## src/rtl/spq_pkg.sv

```systemverilog
// Shared types and codes for the sorted priority queue.
// No dependencies; used by spq_cell, sorted_priority_queue_top and spq_checker.
package spq_pkg;

  localparam int unsigned PrioW  = 3;
  localparam int unsigned IdentW = 30;
  localparam int unsigned OccW   = 5;

  localparam logic KIND_ENQ = 1'b0;
  localparam logic KIND_DEQ = 1'b1;

  typedef enum logic [1:0] {
    ST_OK    = 2'd0,
    ST_FULL  = 2'd1,
    ST_EMPTY = 2'd2
  } status_e;

  typedef struct packed {
    logic [PrioW-1:0]  prio;
    logic [IdentW-1:0] ident;
  } entry_t;

  typedef struct packed {
    logic   enq;
    logic   deq;
    entry_t new_entry;
  } cell_ctrl_t;

endpackage

```

## src/rtl/spq_cell.sv

```systemverilog
// One slot of the sorted chain: holds an item, shifts right on insert, left on remove.
// Depends on spq_pkg.
module spq_cell (
  input  logic                clk_i,
  input  spq_pkg::cell_ctrl_t ctrl_i,
  input  logic                occ_i,
  input  logic                left_occ_i,
  input  logic                left_sh_i,
  input  spq_pkg::entry_t     left_data_i,
  input  spq_pkg::entry_t     right_data_i,
  output logic                sh_o,
  output spq_pkg::entry_t     data_o
);

  spq_pkg::entry_t data_q;
  spq_pkg::entry_t data_d;

  assign sh_o   = occ_i && (data_q.prio > ctrl_i.new_entry.prio);
  assign data_o = data_q;

  always_comb begin
    data_d = data_q;
    if (ctrl_i.enq) begin
      if (left_sh_i) begin
        data_d = left_data_i;
      end else if (left_occ_i && (sh_o || !occ_i)) begin
        data_d = ctrl_i.new_entry;
      end
    end else if (ctrl_i.deq) begin
      data_d = right_data_i;
    end
  end

  always_ff @(posedge clk_i) begin
    data_q <= data_d;
  end

endmodule

```

## src/rtl/sorted_priority_queue_top.sv

```systemverilog
// Sorted priority queue: a row of CAPACITY cells plus an entry count and result register.
// Depends on spq_pkg and spq_cell.
//
// For each item (enqueue or dequeue), every cell compares its priority with
// the new item and shifts in the same cycle, so busy never rises and a new item can be
// started in every cycle. The result appears on the result ports, marked by done_o, in
// the cycle after the item is started. Equal priorities leave in arrival order. An
// enqueue into a full queue is dropped with status 1; a dequeue from an empty queue
// returns status 2. occupancy_o is the count after the item, taken modulo 32.
module sorted_priority_queue_top #(
  parameter int unsigned CAPACITY = 16
) (
  input  logic                         clk_i,
  input  logic                         rst_ni,
  input  logic                         start,
  output logic                         busy,
  input  logic                         kind_i,
  input  logic [spq_pkg::PrioW-1:0]    priority_req_i,
  input  logic [spq_pkg::IdentW-1:0]   ident_i,
  output logic                         done_o,
  output logic [1:0]                   status_o,
  output logic                         out_valid_o,
  output logic [spq_pkg::PrioW-1:0]    out_priority_o,
  output logic [spq_pkg::IdentW-1:0]   out_ident_o,
  output logic                         is_empty_now_o,
  output logic [spq_pkg::OccW-1:0]     occupancy_o
);

  localparam int unsigned CntW = $clog2(CAPACITY + 1);
  localparam logic [CntW-1:0] CntMax = CntW'(CAPACITY);

  logic [CntW-1:0]     count_q, count_d;
  logic                accept, full, empty;
  spq_pkg::cell_ctrl_t ctrl;
  spq_pkg::status_e    status_d;

  logic                cell_sh  [CAPACITY];
  logic                cell_occ [CAPACITY];
  spq_pkg::entry_t     cell_data[CAPACITY];

  logic                        done_q;
  spq_pkg::status_e            status_q;
  logic                        out_valid_q, out_valid_d;
  spq_pkg::entry_t             out_entry_q, out_entry_d;
  logic                        empty_q;
  logic [spq_pkg::OccW-1:0]    occ_q, occ_d;
  logic [31:0]                 cnt_ext;

  assign busy   = 1'b0;
  assign accept = start && !busy;
  assign full   = (count_q == CntMax);
  assign empty  = (count_q == '0);

  assign ctrl.enq       = accept && (kind_i == spq_pkg::KIND_ENQ) && !full;
  assign ctrl.deq       = accept && (kind_i == spq_pkg::KIND_DEQ) && !empty;
  assign ctrl.new_entry = '{prio: priority_req_i, ident: ident_i};

  for (genvar i = 0; i < CAPACITY; i++) begin : g_cell
    assign cell_occ[i] = (CntW'(i) < count_q);
    if (i == 0) begin : g_head
      spq_cell u_cell (
        .clk_i       (clk_i),
        .ctrl_i      (ctrl),
        .occ_i       (cell_occ[i]),
        .left_occ_i  (1'b1),
        .left_sh_i   (1'b0),
        .left_data_i (ctrl.new_entry),
        .right_data_i(cell_data[(i + 1) % CAPACITY]),
        .sh_o        (cell_sh[i]),
        .data_o      (cell_data[i])
      );
    end else begin : g_body
      spq_cell u_cell (
        .clk_i       (clk_i),
        .ctrl_i      (ctrl),
        .occ_i       (cell_occ[i]),
        .left_occ_i  (cell_occ[i-1]),
        .left_sh_i   (cell_sh[i-1]),
        .left_data_i (cell_data[i-1]),
        .right_data_i(cell_data[(i + 1) % CAPACITY]),
        .sh_o        (cell_sh[i]),
        .data_o      (cell_data[i])
      );
    end
  end

  always_comb begin
    count_d     = count_q;
    status_d    = spq_pkg::ST_OK;
    out_valid_d = 1'b0;
    out_entry_d = '0;
    unique case (kind_i)
      spq_pkg::KIND_ENQ: begin
        if (full) begin
          status_d = spq_pkg::ST_FULL;
        end else begin
          count_d = count_q + CntW'(1);
        end
      end
      spq_pkg::KIND_DEQ: begin
        if (empty) begin
          status_d = spq_pkg::ST_EMPTY;
        end else begin
          count_d     = count_q - CntW'(1);
          out_valid_d = 1'b1;
          out_entry_d = cell_data[0];
        end
      end
      default: status_d = spq_pkg::ST_OK;
    endcase
    cnt_ext = 32'(count_d);
    occ_d   = cnt_ext[spq_pkg::OccW-1:0];
  end

  always_ff @(posedge clk_i or negedge rst_ni) begin
    if (!rst_ni) begin
      count_q <= '0;
      done_q  <= 1'b0;
    end else begin
      done_q <= accept;
      if (accept) begin
        count_q <= count_d;
      end
    end
  end

  always_ff @(posedge clk_i) begin
    if (accept) begin
      status_q    <= status_d;
      out_valid_q <= out_valid_d;
      out_entry_q <= out_entry_d;
      empty_q     <= (count_d == '0);
      occ_q       <= occ_d;
    end
  end

  assign done_o         = done_q;
  assign status_o       = status_q;
  assign out_valid_o    = out_valid_q;
  assign out_priority_o = out_entry_q.prio;
  assign out_ident_o    = out_entry_q.ident;
  assign is_empty_now_o = empty_q;
  assign occupancy_o    = occ_q;

endmodule

```

## config.mk

```make
export PLATFORM = sky130hd
export DESIGN_NAME = sorted_priority_queue_top
export DESIGN_NICKNAME = d
export VERILOG_FILES = /design/src/rtl/spq_pkg.sv /design/src/rtl/spq_cell.sv /design/src/rtl/sorted_priority_queue_top.sv
export SDC_FILE = /design/constraint.sdc
export NUM_CORES = 1
export LEC_CHECK = 0
export BUFFER_PORTS_ARGS = -buffer_cell sky130_fd_sc_hd__buf_2
export CAP_MARGIN = 40
export CORE_MARGIN = 10
export CORE_UTILIZATION = 55
export CTS_CLUSTER_SIZE = 25
export DETAILED_ROUTE_END_ITERATION = 8
export PLACE_DENSITY = 0.76
export SETUP_SLACK_MARGIN = 0.4
export SLEW_MARGIN = 15
export SYNTH_ARGS = -nofsm -noshare
export SYNTH_HDL_FRONTEND = slang
export SYNTH_HIERARCHICAL = 1
export SYNTH_SLANG_ARGS = --single-unit
```

## constraint.sdc

```tcl
create_clock -name clk_i -period 3.35 [get_ports clk_i]
set_clock_uncertainty 0.1 [all_clocks]
set_input_delay 0.5025 -clock clk_i [delete_from_list [all_inputs] [get_ports clk_i]]
set_output_delay 0.5025 -clock clk_i [all_outputs]
set_load 0.005 [all_outputs]
```

==> run_results.csv <==
group,metric,value,unit
clock_tree,post_cts_resize_count,0,
grt,track_usage,23.1,%
routing,drc,0,
clock_tree,post_cts_buffers,0,
setup_path,r2r_cells,7,
grt,antenna_found_initial,5,
routing,wl,79500,µm
sta,drv_slew,0,
clock_tree,cts_max_level,2,
placement,dp_hpwl,55500,µm
clock_tree,tritoncts,"built",
pwr,p_total,27.6,mW
placement,port_buffers,79,
setup_path,cp-startpoint,"count_q[3]",
routing,drt_iter0_markers,3038,
die,ioPinCount,81,
sta,finalHoldViolCount,0,
layout,layout_common_cells,"570 x edfxtp_1, 533 x nor2_1, 530 x mux2i_1",
synthesis,synth_cells,2715,
synthesis,syn_area_per_cell,11.6,µm²
routing,firstDrtPassIters,5,
layout,multi_input_area,0.0121,mm²
layout,drive_gt1_share,10.8,%
setup_path,path_cells,"nand2_1 -> buf_4 -> o21bai_1 -> nor3b_2 -> buf_4 -> mux2i_1 -> a21oi_1",
clock_tree,clk_pin_slew,0.07,ns
placement,dp_cells,3445,
layout,nFillCells,4429,
pwr,p_clk_share,22.6,%
clock_tree,cts_sinks,576,
sta,max-slew-margin-rel,45.3,%
pwr,ir_worst_vdd,0.490,mV
setup_path,r2r-start,"count_q[3]",
die,core_area,0.0565,mm²
sta,period_share,84.2,%
setup_path,required,3.63,ns
grt,grt_pass1_vias,20400,
routing,post_drt_wl_per_cell,22.4,µm
setup_path,cpPeakStageDelay,0.66,ns
pwr,p_int,17.9,mW
layout,finalNonFillerCells,3549,
synthesis,synth_area,0.0315,mm²
sta,finalCriticalPeriod,2.82,ns
sta,worst_pin_slew,0.821,ns
clock_tree,insertion_delay,0.64,ns
grt,grt_max_degree,100,
clock_tree,cts.path.max_buffers,3,
placement,placed_area,0.0322,mm²
placement,place_congestion,0.869,
worst_hold_path,worstHoldPathType,"in2async",
sta,rsz0062_at_grt,"no",
placement,pre_cts_ws,0.140,ns
sta,setup_viol,0,
job,timing.max_cap.violations,0,
pwr,switching_share,35.0,%
routing,vias_per_cell,6.17,
pwr,p_leak,12.7,nW
die,rows,87,
sta,hold_slack,0.127,ns
clock_tree,cts_inserted_buffers,57,
setup_path,slowest_stage,"dfrtp_1",
synthesis,yosys_warnings,6,
grt,grt.overflow.total,0,
setup_path,worstSetupPathType,"reg2reg",
setup_path,cp_common_cell,"buf_4",
pwr,p_seq_share,43.1,%
layout,num-nets-final,2838,
status,status,"completed",
pwr,switching_power,9.64,mW
grt,grt_pass1_wl,122000,µm
sta,setup_ws,0.530,ns
setup_path,end_kind,"register",
layout,final-seq-area,0.0173,mm²
layout,area_growth,8.05,%
clock_tree,root_buffer,"clkbuf_16",
routing,vias,21900,
setup_path,cp_max_fo,20,
die,dieArea,0.0672,mm²
pwr,power_density,811,mW/mm²
sta,fmax,355,MHz
setup_path,start_kind,"register",
routing,ant_nets,0,
layout,final_common_cell,"edfxtp_1",
sta,fin_setup_tns,0,ns
layout,utilization,60.2,%
setup_path,worstPathArrival,3.10,ns
die,start_util,55.7,%
die,die_w,259,µm
die,dieHeight,259,µm
pwr,comb_power_share,34.3,%
layout,final_area,0.0340,mm²
-- worst max-delay path: cells and delay by family, from the launching register on --
kind            cells  cell delay [ns]
flops               1             0.66
buf+inv             2             0.56
compound gates      2             0.45
simple gates        2             0.44
mux                 1             0.34
-- metal layers --
layer	GRT usage (%)	wire, µm	up-vias
met1	35.2	35000	10500
met2	31.7	32900	1263
met4	5.60	1610	8
li1	-	-	10000
met3	6.49	10100	130
met5	0	53	-
-- power groups by stage --
| stage | clock, mW | combinational (mW) | sequential [mW] |
|---|---|---|---|
| 2_1_floorplan | 0 | 7.88 | 11.4 |
| 3_3_place_gp | 0 | 8.98 | 11.9 |
| 3_5_place_dp | 0 | 9.26 | 12.0 |
| 4_1_cts | 6.30 | 9.33 | 11.8 |
| 5_1_grt | 6.57 | 10.2 | 12.0 |
| 6_report | 6.23 | 9.45 | 11.9 |
-- flip-flops by register name, summed over array words and instances, names as in the netlist --
signal and cells:
g_cell.g_body.u_cell/data_o 495, g_cell.g_head.u_cell/data_o 33, out_ident_o 30, count_q 5, occupancy_o 5, out_priority_o 3, status_o 2, done_o 1
is_empty_now_o 1, out_valid_o 1
-- timing repair --
item,in CTS,in global routing
setup endpoints to repair,0,0
endpoints found under the hold margin,6,0
hold buffers,1,0
-- final timing paths --
kind	slack, ns	end
max in group asynchronous	2.85	count_q[4]
min in group clk_i	0.25	status_o[0]
min	0.13	count_q[1]
max reg2reg	0.53	g_cell[14].g_body.u_cell/data_o[28]
max	0.53	g_cell[14].g_body.u_cell/data_o[28]
min reg2reg	0.49	g_cell[14].g_body.u_cell/data_o[28]
-- layout make-up --
class / count / share of cell area, %
diodes: 1 / 0.00736
clock buffers: 70 / 4.34
clock inverters: 32 / 0.887
inverters: 85 / 0.938
multi-input cells: 1846 / 35.6
flip-flops and latches: 576 / 50.8
well taps: 756 / 2.78
repair buffers: 183 / 4.72
No activity file was read; power rests on OpenSTA's default activity.
